## config.mk

```make
export PLATFORM = sky130hd
export DESIGN_NAME = gas_alarm_level_classifier_flat
export DESIGN_NICKNAME = d
export VERILOG_FILES = /design/src/rtl/galc_pkg.sv /design/src/rtl/galc_ifs.sv /design/src/rtl/galc_chan.sv /design/src/rtl/gas_alarm_level_classifier.sv /design/src/flat_wrapper.sv
export SDC_FILE = /design/constraint.sdc
export NUM_CORES = 1
export LEC_CHECK = 0
export BUFFER_PORTS_ARGS = -buffer_cell sky130_fd_sc_hd__buf_2
export CORE_MARGIN = 5
export CORE_UTILIZATION = 45
export CTS_CLUSTER_SIZE = 30
export DETAILED_ROUTE_END_ITERATION = 8
export SLEW_MARGIN = 20
export SYNTH_ARGS = -nofsm -noshare
export SYNTH_HDL_FRONTEND = slang
export SYNTH_SLANG_ARGS = --single-unit
```

## constraint.sdc

```tcl
create_clock -name clk -period 15.9 [get_ports clk]
set_clock_uncertainty 0.05 [all_clocks]
set_input_delay 0.795 -clock clk [delete_from_list [all_inputs] [get_ports clk]]
set_output_delay 0.795 -clock clk [all_outputs]
set_load 0.01 [all_outputs]
```

## src/rtl/galc_pkg.sv

```systemverilog
package galc_pkg;

    // Field widths
    localparam int LEVEL_W    = 12;
    localparam int TEMP_W     = 12;
    localparam int TIME_W     = 32;
    localparam int STATE_W    = 4;
    localparam int FLAGS_W    = 3;
    localparam int NUM_CH     = 3;
    localparam int MASK_W     = 4;
    localparam int CFG_IDX_W  = 3;
    localparam int CFG_DATA_W = 12;

    // Enable mask bit for the temperature sensor (gas channels use bits 0..2)
    localparam int TEMP_EN_BIT = 3;

    // Rate-of-rise compare: delta * RATE_SCALE >= limit * elapsed
    localparam int RATE_SCALE = 1000;
    localparam int LIMIT_W    = 12;
    localparam int RATE_W     = LIMIT_W + TIME_W + 2;

    // Default tuning values
    localparam int DEF_HYSTERESIS       = 100;
    localparam int DEF_SAFE_BAND        = 100;
    localparam int DEF_RATE_LIMIT       = 50;
    localparam int DEF_RATE_INTERVAL_MS = 1000;
    localparam int DEF_EXTREME_TEMP     = 500;

    // Register reset values
    localparam logic [LEVEL_W-1:0] RST_WARN_LEVEL   = 12'd1500;
    localparam logic [LEVEL_W-1:0] RST_DANGER_LEVEL = 12'd2500;
    localparam logic [MASK_W-1:0]  RST_ENABLE_MASK  = 4'hF;
    localparam logic [TEMP_W-1:0]  RST_TEMP_WARN    = 12'd400;

    // Register indexes
    localparam logic [CFG_IDX_W-1:0] REG_GAS_A_WARN   = 3'd0;
    localparam logic [CFG_IDX_W-1:0] REG_GAS_A_DANGER = 3'd1;
    localparam logic [CFG_IDX_W-1:0] REG_GAS_B_WARN   = 3'd2;
    localparam logic [CFG_IDX_W-1:0] REG_GAS_B_DANGER = 3'd3;
    localparam logic [CFG_IDX_W-1:0] REG_GAS_C_WARN   = 3'd4;
    localparam logic [CFG_IDX_W-1:0] REG_GAS_C_DANGER = 3'd5;
    localparam logic [CFG_IDX_W-1:0] REG_ENABLE_MASK  = 3'd6;
    localparam logic [CFG_IDX_W-1:0] REG_TEMP_WARN    = 3'd7;

    // System state codes
    localparam logic [STATE_W-1:0] ST_BOOT     = 4'd0;
    localparam logic [STATE_W-1:0] ST_HEATING  = 4'd1;
    localparam logic [STATE_W-1:0] ST_FAULT    = 4'd2;
    localparam logic [STATE_W-1:0] ST_SAFE     = 4'd3;
    localparam logic [STATE_W-1:0] ST_NORMAL   = 4'd4;
    localparam logic [STATE_W-1:0] ST_MODERATE = 4'd5;
    localparam logic [STATE_W-1:0] ST_WARNING  = 4'd6;
    localparam logic [STATE_W-1:0] ST_DANGER   = 4'd7;
    localparam logic [STATE_W-1:0] ST_CRITICAL = 4'd8;

    // One captured sample set
    typedef struct packed {
        logic [LEVEL_W-1:0] gas_a_level;
        logic [LEVEL_W-1:0] gas_b_level;
        logic [LEVEL_W-1:0] gas_c_level;
        logic [TEMP_W-1:0]  temperature;
        logic               temp_valid;
        logic               heating;
        logic               fault;
        logic [TIME_W-1:0]  now_ms;
    } sample_t;

    // Per-channel evaluation results
    typedef struct packed {
        logic warn;
        logic danger;
        logic safe;
        logic rise;
    } chan_status_t;

endpackage

```

## src/rtl/galc_ifs.sv

```systemverilog
interface galc_sample_if;
    logic                         valid;
    logic                         ready;
    logic [galc_pkg::LEVEL_W-1:0] gas_a_level;
    logic [galc_pkg::LEVEL_W-1:0] gas_b_level;
    logic [galc_pkg::LEVEL_W-1:0] gas_c_level;
    logic signed [galc_pkg::TEMP_W-1:0] temperature;
    logic                         temp_valid;
    logic                         heating;
    logic                         fault;
    logic [galc_pkg::TIME_W-1:0]  now_ms;

    modport source (
        output valid, gas_a_level, gas_b_level, gas_c_level, temperature,
               temp_valid, heating, fault, now_ms,
        input  ready
    );
    modport sink (
        input  valid, gas_a_level, gas_b_level, gas_c_level, temperature,
               temp_valid, heating, fault, now_ms,
        output ready
    );
endinterface

interface galc_result_if;
    logic                         valid;
    logic                         ready;
    logic [galc_pkg::STATE_W-1:0] system_state;
    logic [galc_pkg::STATE_W-1:0] previous_state;
    logic [galc_pkg::FLAGS_W-1:0] warning_flags;
    logic [galc_pkg::FLAGS_W-1:0] danger_flags;
    logic                         rate_alert;

    modport source (
        output valid, system_state, previous_state, warning_flags, danger_flags,
               rate_alert,
        input  ready
    );
    modport sink (
        input  valid, system_state, previous_state, warning_flags, danger_flags,
               rate_alert,
        output ready
    );
endinterface

interface galc_cfg_if;
    logic                            valid;
    logic                            ready;
    logic [galc_pkg::CFG_IDX_W-1:0]  index;
    logic [galc_pkg::CFG_DATA_W-1:0] data;

    modport source (output valid, index, data, input ready);
    modport sink   (input valid, index, data, output ready);
endinterface

```

## src/rtl/galc_chan.sv

```systemverilog
module galc_chan #(
    parameter int HYSTERESIS = galc_pkg::DEF_HYSTERESIS,
    parameter int SAFE_BAND  = galc_pkg::DEF_SAFE_BAND,
    parameter int RATE_LIMIT = galc_pkg::DEF_RATE_LIMIT
) (
    input  logic [galc_pkg::LEVEL_W-1:0] level,
    input  logic [galc_pkg::LEVEL_W-1:0] last_level,
    input  logic [galc_pkg::LEVEL_W-1:0] warn_thr,
    input  logic [galc_pkg::LEVEL_W-1:0] danger_thr,
    input  logic                         warn_held,
    input  logic                         danger_held,
    input  logic [galc_pkg::TIME_W-1:0]  elapsed,
    output galc_pkg::chan_status_t       status
);
    import galc_pkg::*;

    localparam int CMP_W = LEVEL_W + 2;
    localparam logic signed [CMP_W-1:0] HYST_S   = CMP_W'(HYSTERESIS);
    localparam logic signed [CMP_W-1:0] MARGIN_S = CMP_W'(SAFE_BAND);
    localparam logic [LIMIT_W-1:0]      LIMIT_U  = LIMIT_W'(RATE_LIMIT);
    localparam logic signed [RATE_W-1:0] SCALE_S = RATE_W'(RATE_SCALE);

    logic signed [CMP_W-1:0]      level_s;
    logic signed [CMP_W-1:0]      warn_bound;
    logic signed [CMP_W-1:0]      danger_bound;
    logic signed [CMP_W-1:0]      safe_bound;
    logic signed [LEVEL_W:0]      delta;
    logic signed [RATE_W-1:0]     lhs;
    logic [LIMIT_W+TIME_W-1:0]    rhs_u;
    logic signed [RATE_W-1:0]     rhs;

    // A held latch releases only below threshold - hysteresis; may go negative
    assign level_s      = $signed({2'b00, level});
    assign warn_bound   = $signed({2'b00, warn_thr}) - (warn_held ? HYST_S : '0);
    assign danger_bound = $signed({2'b00, danger_thr}) - (danger_held ? HYST_S : '0);
    assign safe_bound   = $signed({2'b00, warn_thr}) - MARGIN_S;

    // Rise test without division: delta * scale >= limit * elapsed
    assign delta = $signed({1'b0, level}) - $signed({1'b0, last_level});
    assign lhs   = RATE_W'(delta) * SCALE_S;
    assign rhs_u = (LIMIT_W + TIME_W)'(LIMIT_U) * (LIMIT_W + TIME_W)'(elapsed);
    assign rhs   = $signed({2'b00, rhs_u});

    assign status.warn   = level_s >= warn_bound;
    assign status.danger = level_s >= danger_bound;
    assign status.safe   = level_s < safe_bound;
    assign status.rise   = lhs >= rhs;

endmodule

```

## src/rtl/gas_alarm_level_classifier.sv

```systemverilog
// Gas alarm level classifier. Each beat on the sample channel carries three
// gas readings, a temperature in signed tenths of a degree, heating/fault
// flags and a millisecond timestamp; each one produces exactly one beat on
// the result channel with the new and previous system state, the per-channel
// warning/danger latches and the rate-of-rise alert. Fault wins over heating,
// and both leave the latches and the rise bookkeeping untouched. Thresholds,
// the channel enable mask and the temperature warning level are written on
// the cfg channel (always ready); the user must write them only while no
// sample is in flight, as the block itself does not enforce this. Throughput
// is one sample per clock while result.ready stays high; one input register,
// then the whole evaluation, combinational, into the result register, which
// is also where the latch state updates.
// A stalled result holds the input register, so sample.ready follows
// result.ready combinationally when both stages are full.
module gas_alarm_level_classifier #(
    parameter int HYSTERESIS       = galc_pkg::DEF_HYSTERESIS,
    parameter int SAFE_BAND        = galc_pkg::DEF_SAFE_BAND,
    parameter int RATE_LIMIT       = galc_pkg::DEF_RATE_LIMIT,
    parameter int RATE_INTERVAL_MS = galc_pkg::DEF_RATE_INTERVAL_MS,
    parameter int EXTREME_TEMP     = galc_pkg::DEF_EXTREME_TEMP
) (
    input  logic          clk,
    input  logic          rst_n,
    galc_sample_if.sink   sample,
    galc_cfg_if.sink      cfg,
    galc_result_if.source result
);
    import galc_pkg::*;

    localparam logic [TIME_W-1:0]        INTERVAL  = TIME_W'(RATE_INTERVAL_MS);
    localparam logic signed [TEMP_W:0]   EXTREME_S = (TEMP_W + 1)'(EXTREME_TEMP);

    // ---------------- configuration registers ----------------
    logic [LEVEL_W-1:0] warn_level_reg   [NUM_CH];
    logic [LEVEL_W-1:0] danger_level_reg [NUM_CH];
    logic [MASK_W-1:0]  enable_mask_reg;
    logic [TEMP_W-1:0]  temp_warn_reg;

    assign cfg.ready = 1'b1;

    always_ff @(posedge clk or negedge rst_n)
    begin
        if (!rst_n)
        begin
            for (int i = 0; i < NUM_CH; i++)
            begin
                warn_level_reg[i]   <= RST_WARN_LEVEL;
                danger_level_reg[i] <= RST_DANGER_LEVEL;
            end
            enable_mask_reg <= RST_ENABLE_MASK;
            temp_warn_reg   <= RST_TEMP_WARN;
        end
        else if (cfg.valid)
        begin
            unique case (cfg.index)
                REG_GAS_A_WARN:   warn_level_reg[0]   <= cfg.data;
                REG_GAS_A_DANGER: danger_level_reg[0] <= cfg.data;
                REG_GAS_B_WARN:   warn_level_reg[1]   <= cfg.data;
                REG_GAS_B_DANGER: danger_level_reg[1] <= cfg.data;
                REG_GAS_C_WARN:   warn_level_reg[2]   <= cfg.data;
                REG_GAS_C_DANGER: danger_level_reg[2] <= cfg.data;
                REG_ENABLE_MASK:  enable_mask_reg     <= cfg.data[MASK_W-1:0];
                REG_TEMP_WARN:    temp_warn_reg       <= cfg.data;
                default:          ;
            endcase
        end
    end

    // ---------------- pipeline control ----------------
    logic    in_valid_reg;
    sample_t in_reg;
    logic    res_valid_reg;
    logic    res_free;
    logic    fire;

    assign res_free     = !res_valid_reg || result.ready;
    assign fire         = in_valid_reg && res_free;
    assign sample.ready = !in_valid_reg || res_free;

    always_ff @(posedge clk or negedge rst_n)
    begin
        if (!rst_n)
        begin
            in_valid_reg  <= 1'b0;
            res_valid_reg <= 1'b0;
        end
        else
        begin
            if (sample.ready)
            begin
                in_valid_reg <= sample.valid;
            end
            if (res_free)
            begin
                res_valid_reg <= in_valid_reg;
            end
        end
    end

    // Input register: payload only
    always_ff @(posedge clk)
    begin
        if (sample.valid && sample.ready)
        begin
            in_reg.gas_a_level <= sample.gas_a_level;
            in_reg.gas_b_level <= sample.gas_b_level;
            in_reg.gas_c_level <= sample.gas_c_level;
            in_reg.temperature <= sample.temperature;
            in_reg.temp_valid  <= sample.temp_valid;
            in_reg.heating     <= sample.heating;
            in_reg.fault       <= sample.fault;
            in_reg.now_ms      <= sample.now_ms;
        end
    end

    // ---------------- classifier state ----------------
    logic [STATE_W-1:0] state_reg;
    logic [FLAGS_W-1:0] warn_latch_reg;
    logic [FLAGS_W-1:0] danger_latch_reg;
    logic [LEVEL_W-1:0] last_level_reg [NUM_CH];
    logic [TIME_W-1:0]  last_rate_time_reg;
    logic               rate_alert_reg;

    logic [LEVEL_W-1:0] levels [NUM_CH];
    logic [TIME_W-1:0]  elapsed;
    logic               rate_due;
    logic               active;
    chan_status_t       chan_status [NUM_CH];

    logic [FLAGS_W-1:0] warn_latch_next;
    logic [FLAGS_W-1:0] danger_latch_next;
    logic               rate_alert_next;
    logic [STATE_W-1:0] state_next;

    logic [NUM_CH-1:0]  eval_warn;
    logic [NUM_CH-1:0]  eval_danger;
    logic [NUM_CH-1:0]  rise;
    logic               all_safe;
    logic               two_danger;
    logic               temp_on;
    logic signed [TEMP_W-1:0] temp_s;

    assign levels[0] = in_reg.gas_a_level;
    assign levels[1] = in_reg.gas_b_level;
    assign levels[2] = in_reg.gas_c_level;

    // Elapsed time wraps with the timestamp
    assign elapsed  = in_reg.now_ms - last_rate_time_reg;
    assign rate_due = elapsed >= INTERVAL;
    assign active   = !in_reg.fault && !in_reg.heating;

    for (genvar ch = 0; ch < NUM_CH; ch++)
    begin : g_chan
        galc_chan #(
            .HYSTERESIS (HYSTERESIS),
            .SAFE_BAND  (SAFE_BAND),
            .RATE_LIMIT (RATE_LIMIT)
        ) u_chan (
            .level       (levels[ch]),
            .last_level  (last_level_reg[ch]),
            .warn_thr    (warn_level_reg[ch]),
            .danger_thr  (danger_level_reg[ch]),
            .warn_held   (warn_latch_reg[ch]),
            .danger_held (danger_latch_reg[ch]),
            .elapsed     (elapsed),
            .status      (chan_status[ch])
        );

        // Disabled channels clear their latches but still feed the rise check
        assign eval_warn[ch]   = enable_mask_reg[ch] && chan_status[ch].warn;
        assign eval_danger[ch] = enable_mask_reg[ch] && chan_status[ch].danger;
        assign rise[ch]        = chan_status[ch].rise;
    end

    always_comb
    begin
        all_safe = 1'b1;
        for (int i = 0; i < NUM_CH; i++)
        begin
            if (enable_mask_reg[i] && !chan_status[i].safe)
            begin
                all_safe = 1'b0;
            end
        end
    end

    assign two_danger = (eval_danger[0] && eval_danger[1]) ||
                        (eval_danger[0] && eval_danger[2]) ||
                        (eval_danger[1] && eval_danger[2]);
    assign temp_on    = enable_mask_reg[TEMP_EN_BIT] && in_reg.temp_valid;
    assign temp_s     = $signed(in_reg.temperature);

    assign warn_latch_next   = active ? eval_warn : warn_latch_reg;
    assign danger_latch_next = active ? eval_danger : danger_latch_reg;
    assign rate_alert_next   = (active && rate_due) ? (|rise) : rate_alert_reg;

    // Priority: fault, heating, then critical down to normal
    always_comb
    begin
        if (in_reg.fault)
        begin
            state_next = ST_FAULT;
        end
        else if (in_reg.heating)
        begin
            state_next = ST_HEATING;
        end
        else if (two_danger ||
                 (temp_on && ($signed({temp_s[TEMP_W-1], temp_s}) >= EXTREME_S)))
        begin
            state_next = ST_CRITICAL;
        end
        else if (|eval_danger)
        begin
            state_next = ST_DANGER;
        end
        else if ((|eval_warn) || (temp_on && (temp_s >= $signed(temp_warn_reg))))
        begin
            state_next = ST_WARNING;
        end
        else if (rate_alert_next)
        begin
            state_next = ST_MODERATE;
        end
        else if (all_safe)
        begin
            state_next = ST_SAFE;
        end
        else
        begin
            state_next = ST_NORMAL;
        end
    end

    always_ff @(posedge clk or negedge rst_n)
    begin
        if (!rst_n)
        begin
            state_reg          <= ST_BOOT;
            warn_latch_reg     <= '0;
            danger_latch_reg   <= '0;
            last_rate_time_reg <= '0;
            rate_alert_reg     <= 1'b0;
            for (int i = 0; i < NUM_CH; i++)
            begin
                last_level_reg[i] <= '0;
            end
        end
        else if (fire)
        begin
            state_reg        <= state_next;
            warn_latch_reg   <= warn_latch_next;
            danger_latch_reg <= danger_latch_next;
            rate_alert_reg   <= rate_alert_next;
            if (active && rate_due)
            begin
                last_rate_time_reg <= in_reg.now_ms;
                for (int i = 0; i < NUM_CH; i++)
                begin
                    last_level_reg[i] <= levels[i];
                end
            end
        end
    end

    // ---------------- result register ----------------
    logic [STATE_W-1:0] res_state_reg;
    logic [STATE_W-1:0] res_prev_reg;
    logic [FLAGS_W-1:0] res_warn_reg;
    logic [FLAGS_W-1:0] res_danger_reg;
    logic               res_alert_reg;

    always_ff @(posedge clk)
    begin
        if (fire)
        begin
            res_state_reg  <= state_next;
            res_prev_reg   <= state_reg;
            res_warn_reg   <= warn_latch_next;
            res_danger_reg <= danger_latch_next;
            res_alert_reg  <= rate_alert_next;
        end
    end

    assign result.valid          = res_valid_reg;
    assign result.system_state   = res_state_reg;
    assign result.previous_state = res_prev_reg;
    assign result.warning_flags  = res_warn_reg;
    assign result.danger_flags   = res_danger_reg;
    assign result.rate_alert     = res_alert_reg;

endmodule
```

## src/flat_wrapper.sv

```systemverilog
// flat-port wrapper written by rule: the top's interface ports become plain ports
module gas_alarm_level_classifier_flat import galc_pkg::*;
#(
    parameter int HYSTERESIS       = galc_pkg::DEF_HYSTERESIS,
    parameter int SAFE_BAND        = galc_pkg::DEF_SAFE_BAND,
    parameter int RATE_LIMIT       = galc_pkg::DEF_RATE_LIMIT,
    parameter int RATE_INTERVAL_MS = galc_pkg::DEF_RATE_INTERVAL_MS,
    parameter int EXTREME_TEMP     = galc_pkg::DEF_EXTREME_TEMP
)
  (clk, rst_n, sample_valid, sample_gas_a_level, sample_gas_b_level, sample_gas_c_level, sample_temperature, sample_temp_valid, sample_heating, sample_fault, sample_now_ms, sample_ready, cfg_valid, cfg_index, cfg_data, cfg_ready, result_valid, result_system_state, result_previous_state, result_warning_flags, result_danger_flags, result_rate_alert, result_ready);
  galc_sample_if sample_i ();
  galc_cfg_if cfg_i ();
  galc_result_if result_i ();
  input  logic clk;
  input  logic rst_n;
  input wire logic [$bits(sample_i.valid)-1:0] sample_valid;
  input wire logic [$bits(sample_i.gas_a_level)-1:0] sample_gas_a_level;
  input wire logic [$bits(sample_i.gas_b_level)-1:0] sample_gas_b_level;
  input wire logic [$bits(sample_i.gas_c_level)-1:0] sample_gas_c_level;
  input wire logic [$bits(sample_i.temperature)-1:0] sample_temperature;
  input wire logic [$bits(sample_i.temp_valid)-1:0] sample_temp_valid;
  input wire logic [$bits(sample_i.heating)-1:0] sample_heating;
  input wire logic [$bits(sample_i.fault)-1:0] sample_fault;
  input wire logic [$bits(sample_i.now_ms)-1:0] sample_now_ms;
  output wire logic [$bits(sample_i.ready)-1:0] sample_ready;
  input wire logic [$bits(cfg_i.valid)-1:0] cfg_valid;
  input wire logic [$bits(cfg_i.index)-1:0] cfg_index;
  input wire logic [$bits(cfg_i.data)-1:0] cfg_data;
  output wire logic [$bits(cfg_i.ready)-1:0] cfg_ready;
  output wire logic [$bits(result_i.valid)-1:0] result_valid;
  output wire logic [$bits(result_i.system_state)-1:0] result_system_state;
  output wire logic [$bits(result_i.previous_state)-1:0] result_previous_state;
  output wire logic [$bits(result_i.warning_flags)-1:0] result_warning_flags;
  output wire logic [$bits(result_i.danger_flags)-1:0] result_danger_flags;
  output wire logic [$bits(result_i.rate_alert)-1:0] result_rate_alert;
  input wire logic [$bits(result_i.ready)-1:0] result_ready;
  assign sample_i.valid = sample_valid;
  assign sample_i.gas_a_level = sample_gas_a_level;
  assign sample_i.gas_b_level = sample_gas_b_level;
  assign sample_i.gas_c_level = sample_gas_c_level;
  assign sample_i.temperature = sample_temperature;
  assign sample_i.temp_valid = sample_temp_valid;
  assign sample_i.heating = sample_heating;
  assign sample_i.fault = sample_fault;
  assign sample_i.now_ms = sample_now_ms;
  assign sample_ready = sample_i.ready;
  assign cfg_i.valid = cfg_valid;
  assign cfg_i.index = cfg_index;
  assign cfg_i.data = cfg_data;
  assign cfg_ready = cfg_i.ready;
  assign result_valid = result_i.valid;
  assign result_system_state = result_i.system_state;
  assign result_previous_state = result_i.previous_state;
  assign result_warning_flags = result_i.warning_flags;
  assign result_danger_flags = result_i.danger_flags;
  assign result_rate_alert = result_i.rate_alert;
  assign result_i.ready = result_ready;
  gas_alarm_level_classifier #(.HYSTERESIS(HYSTERESIS), .SAFE_BAND(SAFE_BAND), .RATE_LIMIT(RATE_LIMIT), .RATE_INTERVAL_MS(RATE_INTERVAL_MS), .EXTREME_TEMP(EXTREME_TEMP)) u_core (.clk(clk), .rst_n(rst_n), .sample(sample_i), .cfg(cfg_i), .result(result_i));
endmodule
```

## After elaboration in Yosys (flattened, before gate mapping)

Cells that the tools add are included.

| storage, ports and cells | value |
|---|---|
| flip-flop bits (word level) | 267 |
| output and inout port bits | 18 |
| input port bits | 103 |
| logic and storage cells | 134 |

| operators by class | value |
|---|---|
| reductions and logical operators | 45 |
| mux-type cells | 19 |
| eq/ne operators | 7 |
| $mul | 4 |
| add/subtract/negate cells | 13 |
| order comparisons | 15 |

Operator list:

| kind | number |
|---|---|
| $ge A24 B39 Y1 | 3 |
| $mul A13 B8 Y21 const B | 3 |
| $ge A13 B14 Y1 | 3 |
| $mux W7 | 6 |
| $sub A12 B14 Y14 | 3 |
| $ge A13 B13 Y1 | 3 |
| $lt A13 B13 Y1 | 3 |
| $sub A12 B12 Y13 | 3 |
| $sub A12 B7 Y13 | 3 |
| $sub A12 B7 Y13 const B | 3 |
| $mul A5 B32 Y37 const A | 1 |
| $ge A32 B10 Y1 const B | 1 |
| $sub A32 B32 Y32 | 1 |
| $mux W4 | 6 |
| $logic_and A1 B1 Y1 | 19 |
| $reduce_and A2 Y1 | 9 |
| $eq A3 B3 Y1 const B | 4 |
| $ge A12 B10 Y1 const B | 1 |
| $ge A12 B12 Y1 | 1 |
| $mux W3 | 3 |
| $reduce_or A3 Y1 | 3 |
| $logic_not A1 Y1 | 7 |
| $eq A3 B2 Y1 const B | 2 |
| $logic_or A1 B1 Y1 | 6 |
| other kinds (3) | 6 |

## Longest topological paths before layout

| depth | value |
|---|---|
| depth after elaboration | 14 |
| mapped depth | 40 |
| gate-level depth less buffers | 40 |

## By module

A second synthesis with hierarchy kept.

| second synthesis, totals | value |
|---|---|
| cell total of the unflattened synthesis | 4126 |
| area, all modules | 37634.8 sq um |

Modules (own cells, without submodules):

| module | seq. area each (sq um) | cells an instance | area an instance (sq um) | instances |
|---|---|---|---|---|
| gas_alarm_level_classifier | 7225.7 | 949 | 12061.6 | 1 |
| galc_chan at u_core.g_chan[1].u_chan | 0.0 | 1077 | 8563.2 | 1 |
| galc_chan at u_core.g_chan[0].u_chan | 0.0 | 1062 | 8546.9 | 1 |
| galc_chan at u_core.g_chan[2].u_chan | 0.0 | 1038 | 8463.1 | 1 |

## Worst setup path after synthesis

Ideal clock, no wire load.

| timing path | value |
|---|---|
| path type | reg2reg |
| start | register u_core.in_reg[71] (netlist bit) |
| end | register u_core.res_state_reg[1], in the netlist u_core.result.system_state[1] (data pin) |
| required time | 15595 ps |
| clock period less this slack | 8604 ps |
| path slack | 7296 ps |
| library setup time | 255 ps |
| arrival time | 8298 ps |
| cell stages (with the launch flop) | 37 |
| buffers on the path | 0 |
| cell sequence | edfxtp_1 inv_1 ha_1 fa_1 nor2b_1 o31a_1 o31a_1 o21a_1 nor2_1 xnor2_1 xor2_1 xnor2_1 fa_1 inv_1 fa_1 inv_1 fa_1 inv_1 ha_1 inv_1 nor2_1 o21ai_0 o41ai_1 o41ai_1 o21ai_0 a311o_1 ha_1 and4_1 nand4_1 or4_1 a21oi_1 nor4_1 o41ai_1 nand4_2 a211oi_4 o31ai_1 a31o_1 |

| on the way | value |
|---|---|
| longest elaborated chain between the ends | 13 |

Ends and longest elaborated chain:

| element | RTL line | source |
|---|---|---|
| from (decl) | gas_alarm_level_classifier.sv:71 | `sample_t in_reg;` |
| parallel branches: the longest is 10 deep, another holds $ge A24 B39 Y1 | n/a |  |
| $mux W4 (*) | gas_alarm_level_classifier.sv:208 | `else if (two_danger \|\|` |
| $mux W4 (*) | gas_alarm_level_classifier.sv:204 | `else if (in_reg.heating)` |
| $mux W4 (*) | gas_alarm_level_classifier.sv:200 | `if (in_reg.fault)` |
| named net u_core.state_next[1] | gas_alarm_level_classifier.sv:133 | `logic [STATE_W-1:0] state_next;` |
| to (signal assigned) | gas_alarm_level_classifier.sv:277 | `res_state_reg <= state_next;` |
| to (decl) | gas_alarm_level_classifier.sv:267 | `logic [STATE_W-1:0] res_state_reg;` |

Mark *: on every way through the listed nets, which the timed path passes.
A chain may end at the register's enable or synchronous reset.

## Final worst setup path

Ends and elaborated chain as after synthesis.

==> metrics.log <==
[metrics] Mapped Cells: between 3000 and 4000
[metrics] flip-flop count of the largest register, all copies and words added: between 70 and 80
[metrics] fmax: 103 MHz
[metrics] Post-Route WL: about 67000 µm
[metrics] Max-cap violations: 0
[metrics] critical path fanouts, max: 10
[metrics] starting density of the core: a little under half
[metrics] startpoint type of the worst setup path: flip-flop
[metrics] Final setup viols: 0
[metrics] clock insertion delay at the later pin of the skew report: 560 ps
[metrics] Cells after DPL: roughly 4200
[metrics] Critical Path AT: between 9000 and 10000 ps
[metrics] Crit path largest cell delay: between 700 and 800 ps
[metrics] cell occurring most often along the worst timing path: sky130_fd_sc_hd__inv_1
[metrics] worst endpoint required time: ~16000 ps
[metrics] Final Net Count: approximately 4200
[metrics] Main synth FF type: sky130_fd_sc_hd__dfrtp_1
[metrics] Syn. warnings: 0
[metrics] final max-slew violation count: 0
[metrics] most common library cells after synthesis: sky130_fd_sc_hd__inv_1 (614), sky130_fd_sc_hd__ha_1 (566), sky130_fd_sc_hd__a21oi_1 (174), sky130_fd_sc_hd__nand2_1 (171), sky130_fd_sc_hd__fa_1 (157)
[metrics] number of unique standard cell types used by synthesis: 94
[metrics] share of the synthesized area in the top cell type: a little under a quarter
[metrics] leading post-synthesis cells by cell area: sky130_fd_sc_hd__ha_1 (23%), sky130_fd_sc_hd__dfrtp_1 (10%), sky130_fd_sc_hd__fa_1 (10%)
[metrics] count of endpoints failing hold in the final timing report: 0
[metrics] DIE WIDTH: about 270 µm
[metrics] RSZ-0062 raised after global routing: no
[metrics] total die area: approximately 0.073 mm²
[metrics] post-route insts no fill: between 4000 and 5000
[metrics] cell with the largest stage delay on the worst path: sky130_fd_sc_hd__xnor2_1
[metrics] final critical delay including setup and external delays: about 9700 ps
[metrics] H-tree Lvls: 2
[metrics] relative area change from synthesis to final layout: 9.48%
[metrics] First DRT Iteration DRCs: 886
[metrics] first-pass GRT wire length: 112000 µm
[metrics] most common cell in the netlist: sky130_fd_sc_hd__inv_1
[metrics] clock buffers created by TritonCTS: 35
[metrics] I/O pins: 121
[metrics] share of flip-flops with an asynchronous set or reset: 63.3%
[metrics] fraction of final layout cells sized beyond drive strength 1: about 12%
[metrics] Final period util: roughly three fifths
[metrics] total half-perimeter wirelength after legalization and detailed placement: 54800 µm
[metrics] post-detailed-route via-to-cell ratio: just over 5
[metrics] worst slew slack as a fraction of its limit: between 30% and 40%
[metrics] average detailed-routed wire length per instance: 15.7 µm
[metrics] pin count of the biggest net entering global routing: between 60 and 70
[metrics] final-layout setup total negative slack: 0 ps
[metrics] placeable core region: between 0.06 and 0.07 mm²
[metrics] number of synthesized register bits: 267
[metrics] number of port buffers: 119
[metrics] Filler Cells Inserted: 6377
[metrics] buffer cell driving the clock tree root: sky130_fd_sc_hd__clkbuf_16
[metrics] Gates resized, CTS repair: 0
[metrics] slew at the pin with the worst max-slew slack: roughly 940 ps
[metrics] hold_buf cts: 0
[metrics] path category of the worst min-delay check: in -> async
[metrics] vias in the first global route: between 20000 and 25000
[metrics] maximum clock insertion buffer count: 3
[metrics] Place WS: roughly 6300 ps
[metrics] share of synthesized area occupied by flip-flops and latches: 23.8%
[metrics] TritonCTS clock tree: yes
[metrics] crit path kind: reg -> reg
[metrics] total gr overflow: 0
[metrics] worst setup slack after layout: roughly 6200 ps
[metrics] routed via count: roughly 22000
[metrics] Yosys top cell by area: sky130_fd_sc_hd__ha_1
[metrics] Die Span Y: between 200 and 300 µm
[metrics] combined area of all synthesized cells: roughly 0.030 mm²
[metrics] path depth of the worst reg2reg path: 36
[metrics] first-pass detailed-route iteration total: 5
[metrics] end-of-flow core utilization: about half
[metrics] buffers inserted by post-CTS timing repair: 0
[metrics] critical path capture point type: flip-flop
[metrics] total routing resource utilization after global routing: 18.5%
[metrics] initial antenna violation count: 1
[metrics] clock sink count: between 200 and 300
[metrics] site row count: 95
[metrics] clock transition at the registers of the reported paths: about 60 ps
[metrics] remaining antenna violation count: 0
[metrics] routability congestion estimate: approximately 0.84
[metrics] Post-synth EDFFs: 98
[metrics] DRC errors left: 0
[metrics] result of the run: finished clean
[metrics] mean instance size in the synthesized netlist: ~9.5 µm²
[metrics] Inserted Diodes: 0
metrics by stage:
stage               area [µm²]  hold WS (ps)
floorplan                30300           370
global placement         32000           407
detailed placement       32000           381
CTS                      33200           155
global route             33200           169
finish                   33200           145
metal layers:
metal / wire (µm) / up-vias / track usage (%)
met3: 2020 / 74 / 2.21
li1: - / 11200 / -
met4: 1510 / 0 / 4.31
met5: 0 / - / 0
met1: 31300 / 10300 / 24.4
met2: 31800 / 258 / 32.6
logic make-up (layout without fill, tap and decap cells):
logic type      after synthesis  count (layout)  synth area share (%)
fa+ha+maj                   725             725                  33.8
buf+inv                     654             806                  8.19
compound gates              624             624                  13.3
simple gates                568             568                  9.20
flops                       267             267                  23.8
xor+xnor                    220             220                  6.45
mux                         140             140                  5.19
other cells                   2               7                0.0248
worst paths after layout:
kind / to / slack (ps) / start
setup reg to reg: u_core.result.system_state[1]$_DFFE_PP_ / 6230 / u_core.in_reg[71]$_DFFE_PP_
min in group clk: u_core.in_reg[24]$_DFFE_PP_ / 360 / sample_now_ms[24]
max in group asynchronous: u_core.last_level_reg[11]$_DFFE_PN0P_ / 14380 / rst_n
hold / removal: u_core.last_rate_time_reg[23]$_DFFE_PN0P_ / 150 / rst_n
hold reg to reg: u_core.result.previous_state[0]$_DFFE_PP_ / 420 / u_core.state_reg[0]$_DFFE_PN0P_
setup / recovery: u_core.result.system_state[1]$_DFFE_PP_ / 6230 / u_core.in_reg[71]$_DFFE_PP_
placed cells by master (no fill, tap or decap), drive strengths merged, types with 126 or more instances in the layout:
| cell | count |
|---|---|
| buf | 127 |
| inv | 616 |
| nand2 | 171 |
| mux2 | 139 |
| a21oi | 175 |
| o21ai | 147 |
| ha | 566 |
| dfrtp | 126 |
| fa | 157 |
| xnor2 | 135 |
worst max-delay path: cells and delay by family (launching register included):
family,cells,cell delay (ps)
fa+ha+maj,7,2770
buf+inv,5,340
xor+xnor,3,1190
flops,1,320
compound gates,13,3280
simple gates,8,1460
layout make-up:
| type | instances | area (µm²) | share of cell area [%] |
|---|---|---|---|
| clock inverters | 18 | 236 | 0.712 |
| inverters | 614 | 2300 | 6.94 |
| multi-input cells | 2284 | 20700 | 62.3 |
| repair buffers | 128 | 672 | 2.02 |
| flip-flops and latches | 267 | 7230 | 21.8 |
| clock buffers | 46 | 990 | 2.98 |
| well taps | 873 | 1090 | 3.29 |
Power is not shown: default switching activity piles up to over one toggle a cycle in this logic, so the estimate is an artifact.
